File: config.mk
export PLATFORM = sky130hd
export DESIGN_NAME = fkhm_ctrl
export DESIGN_NICKNAME = d
export VERILOG_FILES = /design/src/hdl/fkhm_pkg.sv /design/src/hdl/fkhm_ctrl.sv
export SDC_FILE = /design/constraint.sdc
export NUM_CORES = 1
export LEC_CHECK = 0
export ABC_AREA = 1
export BUFFER_PORTS_ARGS = -buffer_cell sky130_fd_sc_hd__buf_2
export CORE_AREA = 2 2 39 41
export CTS_CLUSTER_SIZE = 40
export DETAILED_ROUTE_END_ITERATION = 8
export DIE_AREA = 0 0 41 43
export GPL_ROUTABILITY_DRIVEN = 0
export PLACE_DENSITY = 0.59
export SLEW_MARGIN = 20
export SYNTH_ARGS = -nofsm -noshare
export SYNTH_HDL_FRONTEND = slang
export SYNTH_SLANG_ARGS = --single-unit
export TNS_END_PERCENT = 5
File: constraint.sdc
create_clock -name clk -period 2.18 [get_ports clk]
set_clock_uncertainty 0.05 [all_clocks]
set_input_delay 0.109 -clock clk [delete_from_list [all_inputs] [get_ports clk]]
set_output_delay 0.109 -clock clk [all_outputs]
set_load 0.02 [all_outputs]
File: src/hdl/fkhm_pkg.sv
// ----------------------------------------------------------------------------
// fkhm_pkg
// shared types and constants of the four-key hash map
// ----------------------------------------------------------------------------
package fkhm_pkg;

	localparam int BUCKETS = 256;
	localparam int NODES   = 256;
	localparam int BW      = $clog2(BUCKETS);
	localparam int NW      = $clog2(NODES);
	localparam int CW      = $clog2(NODES + 1);

	localparam logic [1:0] ST_OK      = 2'd0;
	localparam logic [1:0] ST_EXISTS  = 2'd1;
	localparam logic [1:0] ST_MISSING = 2'd2;
	localparam logic [1:0] ST_FULL    = 2'd3;

	localparam logic OP_INSERT = 1'b0;
	localparam logic OP_SEARCH = 1'b1;

	typedef enum logic [2:0] {
		S_IDLE,
		S_HEAD,
		S_FETCH,
		S_CMP,
		S_LINK,
		S_DONE
	} state_t;

	typedef struct packed {
		logic load;      // capture request, compute bucket
		logic rd_head;   // read bucket head
		logic rd_node;   // read current node
		logic step;      // advance along chain
		logic do_link;   // write new node and link
		logic set_res;   // capture result
		logic [1:0] res_status;
		logic res_value;
	} cmd_t;

	typedef struct packed {
		logic cur_valid;
		logic hit;
		logic stop;
		logic pool_full;
		logic op_search;
		logic walk_limit;
	} sts_t;

endpackage

File: src/hdl/fkhm_ctrl.sv
// ----------------------------------------------------------------------------
// fkhm_ctrl
// controller sequencing the chain walk of one request
// ----------------------------------------------------------------------------
module fkhm_ctrl (
	input  logic            clk,
	input  logic            arst_n,
	input  logic            in_valid,
	output logic            in_ready,
	output logic            out_valid,
	input  logic            out_ready,
	input  fkhm_pkg::sts_t  sts,
	output fkhm_pkg::cmd_t  cmd
);
	import fkhm_pkg::*;

	state_t state_q, state_d;
	logic   out_valid_q;

	always_ff @(posedge clk or negedge arst_n) begin
		if (!arst_n) begin
			state_q     <= S_IDLE;
			out_valid_q <= 1'b0;
		end else begin
			state_q <= state_d;
			if (cmd.set_res)
				out_valid_q <= 1'b1;
			else if (out_ready)
				out_valid_q <= 1'b0;
		end
	end

	assign out_valid = out_valid_q;
	assign in_ready  = (state_q == S_IDLE);

	always_comb begin
		state_d = state_q;
		cmd     = '0;
		unique case (state_q)
			S_IDLE: begin
				if (in_valid) begin
					cmd.load = 1'b1;
					state_d  = S_HEAD;
				end
			end
			S_HEAD: begin
				cmd.rd_head = 1'b1;
				state_d     = S_FETCH;
			end
			S_FETCH: begin
				if (sts.cur_valid && !sts.walk_limit) begin
					cmd.rd_node = 1'b1;
					state_d     = S_CMP;
				end else begin
					state_d = S_LINK;
				end
			end
			S_CMP: begin
				if (sts.hit || sts.stop) begin
					state_d = S_LINK;
				end else begin
					cmd.step = 1'b1;
					state_d  = S_FETCH;
				end
			end
			S_LINK: begin
				if (!out_valid_q || out_ready) begin
					cmd.set_res = 1'b1;
					state_d     = S_DONE;
					if (sts.op_search) begin
						cmd.res_status = sts.hit ? ST_OK : ST_MISSING;
						cmd.res_value  = sts.hit;
					end else if (sts.hit) begin
						cmd.res_status = ST_EXISTS;
					end else if (sts.pool_full) begin
						cmd.res_status = ST_FULL;
					end else begin
						cmd.res_status = ST_OK;
						cmd.do_link    = 1'b1;
					end
				end
			end
			S_DONE: state_d = S_IDLE;
			default: state_d = S_IDLE;
		endcase
	end

	assert property (@(posedge clk) disable iff (!arst_n)
		cmd.do_link |-> !sts.op_search && !sts.hit && !sts.pool_full)
		else $error("link on bad condition");
	assert property (@(posedge clk) disable iff (!arst_n)
		cmd.set_res |-> !out_valid_q || out_ready)
		else $error("result overwritten");
	assert property (@(posedge clk) disable iff (!arst_n)
		cmd.load |=> state_q == S_HEAD)
		else $error("load did not start walk");

endmodule

== Word-level counts from Yosys, hierarchy flattened ==
Index checks and enable logic that the tools add are counted.
Cells by class
  shifts and indexed selects: 0
  $lt $le $gt $ge: 0
  $add $sub $neg: 0
  multiplexer cells: 24
  div/mod/pow operators: 0
  reduce and logical (&&, ||, !) cells: 8
  eq/ne operators: 6
  multipliers: 0
  bitwise logic cells: 0
Operators with widths (number)
  3-bit one-hot mux with 5 select lines: 1
  1-bit 2-to-1 mux: 13
  3-bit 2-to-1 mux: 4
  5-bit 2-to-1 mux: 2
  2-bit 2-to-1 mux: 4
  3-bit by 2-bit equality test with 1-bit output (second input constant): 2
  2-bit != test (second input constant): 2
  3-bit by 1-bit equality test with 1-bit output (second input constant): 1
  3-bit equality test (second input constant): 1
  3-bit logical NOT: 1
  1-bit logical NOT: 2
  1-bit logical OR: 2
  2-bit AND reduction: 1
  2-bit nonzero test: 1
  1-bit logical AND: 1
Word-level totals
  memories kept: 0
  latch bits: 0
  bits of input ports: 10
  memory bits (read-only): 0
  memory bits (writable): 0
  logic and storage cells: 40
  register bits after elaboration: 4

== Depth between registers and ports, before layout ==
Gate-level depths: netlist (run 1).
  depth in word-level cells: 6
  gate-level depth with buffers: 5

== Least setup slack after synthesis (run 1) ==
Ideal clock, no wire load.
  path type: reg2out
  from: reg state_q[1]
  to: out cmd[0] (netlist name)
  setup slack: 0.992 ns
  stages on the path, launching flop included: 4
  buffers on the path: 0
  data arrival time: 1.029 ns
  data required time: 2.021 ns
  cells stage by stage: dfrtp_1 nor2_4 nand3_4 nor2_1
RTL lines
  start, declared: RTL line fkhm_ctrl.sv:17  | state_t state_q, state_d;
  start signal, assigned: RTL line fkhm_ctrl.sv:25  | state_q <= state_d;
  end, declared: RTL line fkhm_ctrl.sv:13  | output fkhm_pkg::cmd_t cmd

==> flow_summary.toml, run 1 <==
[grt]
grt_max_degree = 6
grt_pass1_vias = 325
grt_use_total_pct = 9.66
grt_overflow = 0
grt_pass1_wl_um = 1170
antenna_found_initial = 0

[finish]
fin_util_pct = 34.9
fillerInstances = 148
antennaDiodeCount = 0
area_growth_pct = 46.2
nets = 84
drive_above_1_share_pct = 47.2

[synth]
ys_ff_latch = 4
synthTopCellsByArea = "dfrtp_1 (30%), nand2_1 (13%), inv_1 (11%)"
synth_top_area_cell = "dfrtp_1"
synth_seq_area_share_pct = 30.3
netlist.area_leader.share_pct = 30.3
synth_cell_types = 14
syn_inst = 48
yosys_warnings = 0
synth_nets = 58
syn_area_um2 = 330
syn_avg_cell_area_um2 = 6.88

[critical_path]
start_kind = "register"
critPathArrivalTime_ns = 1.31
crit_path_end_kind = "output port"
crit_type = "register to output port"
required_ns = 2.02
path_max_fanout = 5
crit_start = "state_q[1]"
r2r-start = "state_q[1]"

[clock_network]
cts_setup_buffers = 0
cts_tree = "built"
clk-insertion-delay-late_ns = 0.24
ctsLongestPathBuffers = 2
numCtsBuffers = 3
cts_resized = 0
cts.clk_slew.worst_paths_ns = 0.04
cts_sinks = 4
htree_num_levels = 1
hold_buffers = 1
cts-root-buf = "clkbuf_4"

[timing]
fin_crit_ns = 1.47
fin_ws_ns = 0.711
whs_ns = 0.110
tns_ns = 0
slew_viol_final = 0
worst-slew-pin-transition_ns = 0.228
finalHoldViolCount = 0
timing.fmax_mhz = 681
rsz0062_at_grt = "false"
min_period_over_period_pct = 67.4
finalSetupViolations = 0
relSlewSlack_pct = 84.8

[route]
antenna_left = 0
totalWireLength_um = 690
drc = 0
drtIter0Drc = 7
vias_per_cell = 4.16
dr.pass1.iters = 4
routedWlPerCell_um = 7.84
route.vias.total = 366

[die]
start_util_pct = 23.9
placementRows = 14
dieArea_um2 = 1760
core_um2 = 1380
dieHeight_um = 43
die_w_um = 41
ios = 21

[place]
dp_hpwl_um = 599
pre_cts_ws_ns = 0.956
port_buffers = 20

[pwr]
pwr_density_cell_nw_per_um2 = 1180
p_leak_nw = 0.300
vdd_drop_max_v = 0.000499

[hold_path]
min_path_type = "input pin to register"
min_from = "sts[3]"

[flow_run]
maxCapViolations = 0

[outcome]
status = "finished, final reports clean"
==> final cells by class <==
cell class,count,area [um2],area share [%]
tap,16,20.0,4.15
clock buffer,3,22.5,4.66
timing repair buffer,21,110,22.8
multi-input combinational,33,189,39.1
sequential,4,100,20.7
inverter,11,41.3,8.55
==> state kept, by name, summed over array words and instances, names as in the netlist <==
name       count
state_q        3
out_valid      1
==> synthesized netlist by cell type <==
library cell,n
nand3_4,1
dfrtp_1,4
nand2_1,11
nor2_1,9
nand3_2,1
inv_1,10
nand3_1,2
o21ai_2,1
nand4_1,1
nor3_2,2
nor2_2,2
nor2_4,2
inv_2,1
nand2_2,1
==> cell usage in the layout, fill, tap and decap left out <==
master / instances
buf_2: 20
nand2_1: 11
inv_1: 10
nor2_1: 9
dfrtp_1: 4
clkbuf_4: 3
nor2_4: 2
nor3_2: 2
nand3_1: 2
nor2_2: 2
inv_2: 1
nand3_2: 1
nand3_4: 1
nand2_2: 1
o21ai_2: 1
nand4_1: 1
dlygate4sd3_1: 1
==> cell families after synthesis <==
kind of cell | count (synthesis) | synth area share [%]
AND/OR/NAND/NOR | 32 | 54.5
buffers and inverters | 11 | 12.5
flip-flops | 4 | 30.3
AO/OA/AOI/OAI | 1 | 2.65
==> power breakdown <==
group          switching (mW)  internal, mW
Combinational           0.211         0.113
Clock                  0.0307        0.0616
Sequential             0.0433         0.109
==> metal layers <==
metal  GRT usage [%]  wire length [um]  vias up  part of all wire [%]
met4            2.00                 0        0                     0
met3            6.81                95        0                    14
li1                -                 -      194                     -
met5               0                 0        -                     0
met2            15.0               319       19                    46
met1            10.4               275      153                    40
==> critical path, cell delays in order (launching register included) <==
cell	delay (ns)
dfrtp_1	0.44
nor2_4	0.22
nand3_4	0.12
nor3_2	0.11
buf_2	0.18
==> per-stage QoR <==
step	area, um2	total power, mW	instances
2_1_floorplan	330	0.392	48
3_3_place_gp	450	0.477	84
3_5_place_dp	450	0.480	84
4_1_cts	483	0.578	88
5_1_grt	483	0.624	88
6_report	483	0.569	88
==> worst paths after layout <==
check | to | slack [ns] | depth (start not counted)
hold reg to reg | out_valid | 0.55 | 2
hold / removal | state_q[1] | 0.11 | 4
max in group asynchronous | state_q[2] | 1.80 | 2
setup / recovery | cmd[1] | 0.71 | 4
setup reg to reg | state_q[0] | 1.09 | 4
min in group asynchronous | state_q[1] | 0.15 | 2
Power figures use the tool's default switching activity.
==> run 2: changes to the inputs <==
- clock period: 2.18 -> 1.4 ns (I/O delays scaled with it)
==> flow_summary.toml, run 2 (same netlist as run 1, synthesis figures left out) <==
[timing]
finalHoldViolCount = 0
worst-slew-pin-transition_ns = 0.175
slew_viol_final = 0
whs_ns = 0.0699
min_period_over_period_pct = 96.0
fin_ws_ns = 0.0559
fin_crit_ns = 1.34
relSlewSlack_pct = 88.3
rsz0062_at_grt = "true"
finalSetupViolations = 0
timing.fmax_mhz = 744
tns_ns = 0

[die]
dieArea_um2 = 1760
dieHeight_um = 43
die_w_um = 41
core_um2 = 1380
start_util_pct = 23.9
placementRows = 14
ios = 21

[clock_network]
cts-root-buf = "clkbuf_4"
cts_sinks = 4
cts.clk_slew.worst_paths_ns = 0.04
clk-insertion-delay-late_ns = 0.24
htree_num_levels = 1
numCtsBuffers = 3
ctsLongestPathBuffers = 2
cts_tree = "built"

[hold_path]
min_path_type = "input pin to register"
whs_path_depth = 4

[route]
drtIter0Drc = 5
drc = 0
antenna_left = 0
route.vias.total = 372
vias_per_cell = 4.18
routedWlPerCell_um = 8.26
totalWireLength_um = 735
dr.pass1.iters = 2

[finish]
final_common_cell = "buf_2"
largest_reg_flops = 3
area_growth_pct = 51.5
largest-register = "state_q"
drive_above_1_share_pct = 52.1
nets = 85
fin_area_um2 = 500
layout_common_cells = "buf_2 (18), nand2_1 (11), inv_1 (10)"
multi_input_area_um2 = 191
fillerInstances = 148
antennaDiodeCount = 0
register_area_um2 = 103

[pwr]
sw_frac_of_total_pct = 49.4
switching_power_mw = 0.462
intPower_mw = 0.473
clock_power_share_pct = 15.6
pwr_density_cell_nw_per_um2 = 1870
power_frac_comb_pct = 58.4
total_power_mw = 0.936
seq_power_share_pct = 25.9
vdd_drop_max_v = 0.000858
p_leak_nw = 0.302

[critical_path]
worst-path-buf-inv = 1
r2r.worst_path.cells = 5
cp_slowest_stage_delay_ns = 0.41
path_cells = "nor2_4 > nand3_4 > nor3_2 > buf_4"
crit_path_top_delay_cell = "dfrtp_1"
r2r_slack_ns = 0.27
critPathArrivalTime_ns = 1.22
start_kind = "register"
crit_path_end_kind = "output port"
worst_path_dominant_cell_family = "flip-flops"
path_max_fanout = 5
crit_cells = 4
required_ns = 1.28
crit_type = "register to output port"

[place]
dp_hpwl_um = 599
place_area_um2 = 450
pre_cts_ws_ns = 0.215
port_buffers = 20

[grt]
grt_max_degree = 6
grt_pass1_vias = 327
grt_overflow = 0
grt_pass1_wl_um = 1170
antenna_found_initial = 0
grt_use_total_pct = 9.76

[flow_run]
maxCapViolations = 0

[outcome]
status = "finished, final reports clean"
[run 2: final timing paths]
check / start / to
setup / recovery: state_q[0] / cmd[1]
min in group asynchronous: arst_n / state_q[0]
hold / removal: sts[3] / state_q[1]
max in group asynchronous: arst_n / state_q[2]
hold reg to reg: out_valid / out_valid
setup reg to reg: state_q[0] / state_q[0]
[run 2: per-layer routing]
layer  track usage (%)  share of wire [%]
met3              6.81                 13
met1              10.7                 41
met5                 0                  0
met2              15.0                 46
met4              2.00                  0
[run 2: per-stage QoR]
| stage | utilization (%) | instances |
|---|---|---|
| finish | 36.2 | 89 |
| global route | 36.2 | 89 |
| CTS | 35.5 | 89 |
| detailed placement | 32.5 | 84 |
| global placement | 32.5 | 84 |
| floorplan | - | 48 |
[run 2: cell type report]
cell class | count | share of cell area [%]
Inverter | 11 | 8.25
Multi-Input combinational cell | 33 | 38.3
Clock buffer | 3 | 4.50
Sequential cell | 4 | 20.5
Timing Repair Buffer | 22 | 24.5
Tap cell | 16 | 4.00
[run 2: worst min-delay path, stage by stage]
cell and delay [ns]:
buf_2 0.08, nor2_1 0.05, nand2_1 0.08, nand2_1 0.05
[run 2: power by group through the flow]
stage               Clock [mW]  Combinational (mW)  Sequential, mW
floorplan                    0               0.361           0.249
global placement             0               0.508           0.235
detailed placement           0               0.510           0.237
CTS                      0.150               0.543           0.239
global route             0.163               0.602           0.249
finish                   0.146               0.547           0.243
[run 2: repair_timing]
action	4_1_cts	5_1_grt
endpoints found under the setup margin	5	3
buffers inserted	1	0
hold buffers	1	0
endpoints found under the hold margin	4	0
cloned	0	0
gates resized for setup	1	4
pin swaps	1	0
==> run 3: changes to the inputs <==
- CELL_PAD_IN_SITES_DETAIL_PLACEMENT: unset -> 1
- CELL_PAD_IN_SITES_GLOBAL_PLACEMENT: unset -> 2
- CORE_AREA: 2 2 39 41 -> unset
- CORE_ASPECT_RATIO: unset -> 0.9
- CORE_UTILIZATION: unset -> 18
- DIE_AREA: 0 0 41 43 -> unset
- PLACE_DENSITY: 0.59 -> 0.78
==> flow_summary.toml, run 3 (same netlist as run 1, synthesis figures left out) <==
[grt]
grt_use_total_pct = 10.5
grt_pass1_vias = 387
grt_max_degree = 6
antenna_found_initial = 0
grt_overflow = 0
grt_pass1_wl_um = 1410

[flow_run]
maxCapViolations = 0

[route]
route.vias.total = 388
antenna_left = 0
drc = 0
drtIter0Drc = 1
dr.pass1.iters = 2
routedWlPerCell_um = 8.35
vias_per_cell = 3.88
totalWireLength_um = 835

[hold_path]
min_from = "sts[3]"
min_path_type = "input pin to register"

[pwr]
pwr_density_cell_nw_per_um2 = 1870
power_frac_comb_pct = 63.2
total_power_mw = 1.01
p_leak_nw = 0.317
intPower_mw = 0.529
sw_frac_of_total_pct = 47.7
seq_power_share_pct = 22.9
switching_power_mw = 0.483
vdd_drop_max_v = 0.000667
clock_power_share_pct = 13.9

[critical_path]
required_ns = 1.28
start_kind = "register"
r2r-start = "state_q[1]"
critPathArrivalTime_ns = 1.26
path_cells = "nor2_4 > nand3_4 > nor3_2 > buf_4"
crit_path_end_kind = "output port"
crit_type = "register to output port"
crit_path_top_delay_cell = "dfrtp_2"
path_max_fanout = 5
crit_start = "state_q[1]"
cp_slowest_stage_delay_ns = 0.44

[clock_network]
numCtsBuffers = 3
ctsLongestPathBuffers = 2
htree_num_levels = 1
cts.clk_slew.worst_paths_ns = 0.04
clk-insertion-delay-late_ns = 0.23
cts_tree = "built"
cts_sinks = 4
cts-root-buf = "clkbuf_4"

[die]
dieArea_um2 = 2010
die_w_um = 47.2
placementRows = 14
ios = 21
dieHeight_um = 42.6
core_um2 = 1700
start_util_pct = 19.4

[place]
dp_hpwl_um = 686
place_inst = 92
place_area_um2 = 460
pre_cts_ws_ns = 0.200
port_buffers = 20

[finish]
drive_above_1_share_pct = 53.9
largest-register = "state_q"
fin_util_pct = 31.8
nets = 88
fin_cells = 100
antennaDiodeCount = 0
fin_area_um2 = 541
final_common_cell = "buf_2"
largest_reg_flops = 3
area_growth_pct = 63.6
layout_common_cells = "buf_2 (16), nand2_1 (11), inv_1 (10)"

[timing]
timing.fmax_mhz = 725
tns_ns = 0
slew_viol_final = 0
fin_crit_ns = 1.38
worst-slew-pin-transition_ns = 0.178
finalHoldViolCount = 0
min_period_over_period_pct = 98.5
rsz0062_at_grt = "true"
finalSetupViolations = 0
relSlewSlack_pct = 88.1
whs_ns = 0.0748
fin_ws_ns = 0.0215

[outcome]
status = "finished, final reports clean"
## run 3: cell types whose count changed in the layout (fill, tap and decap cells not counted)
cell and delta:
buf_2 -2, buf_4 +5, inv_2 -1, inv_4 +1
## run 3: timing repair
action	4_1_cts	5_1_grt
endpoints found under the setup margin	5	5
gates resized for setup	1	7
hold endpoints to repair	4	0
pin swaps	1	2
setup buffers	2	2
hold buffers	1	0
## run 3: area by class of cell
| cell class | count | area [um2] |
|---|---|---|
| Fill cell | 225 | 1160 |
| Multi-Input combinational cell | 33 | 191 |
| Timing Repair Buffer | 25 | 150 |
| Sequential cell | 4 | 103 |
| Inverter | 11 | 43.8 |
| Tap cell | 24 | 30.0 |
| Clock buffer | 3 | 22.5 |
## run 3: worst paths after layout
path | endpoint | slack (ns) | cells after the start
worst max-delay path | cmd[2] | 0.02 | 4
worst min-delay path | state_q[1] | 0.07 | 4
max in group asynchronous | state_q[1] | 1.05 | 2
min in group asynchronous | state_q[2] | 0.13 | 2
worst max register to register | state_q[0] | 0.15 | 6
worst min register to register | out_valid | 0.54 | 2
## run 3: power groups by stage
| stage | logic (mW) | registers [mW] | clock network (mW) |
|---|---|---|---|
| after floorplan | 0.361 | 0.249 | 0 |
| after global placement | 0.512 | 0.237 | 0 |
| after detailed placement | 0.519 | 0.240 | 0 |
| after CTS | 0.573 | 0.241 | 0.148 |
| after global routing | 0.698 | 0.239 | 0.148 |
| final | 0.640 | 0.232 | 0.140 |
## run 3: worst max-delay path, delay by kind of cell (launching register included)
kind,cells,cell delay [ns]
DFF,1,0.44
and+or+nand+nor,3,0.43
buffers and inverters,1,0.16
## run 3: per-layer routing
| layer | track usage (%) | vias up | wire [um] | part of all wire (%) |
|---|---|---|---|---|
| met2 | 16.4 | 14 | 428 | 51 |
| met5 | 0 | - | 0 | 0 |
| met3 | 2.59 | 4 | 71 | 8.5 |
| met1 | 11.3 | 171 | 319 | 38 |
| li1 | - | 199 | - | - |
| met4 | 8.57 | 0 | 16 | 1.9 |
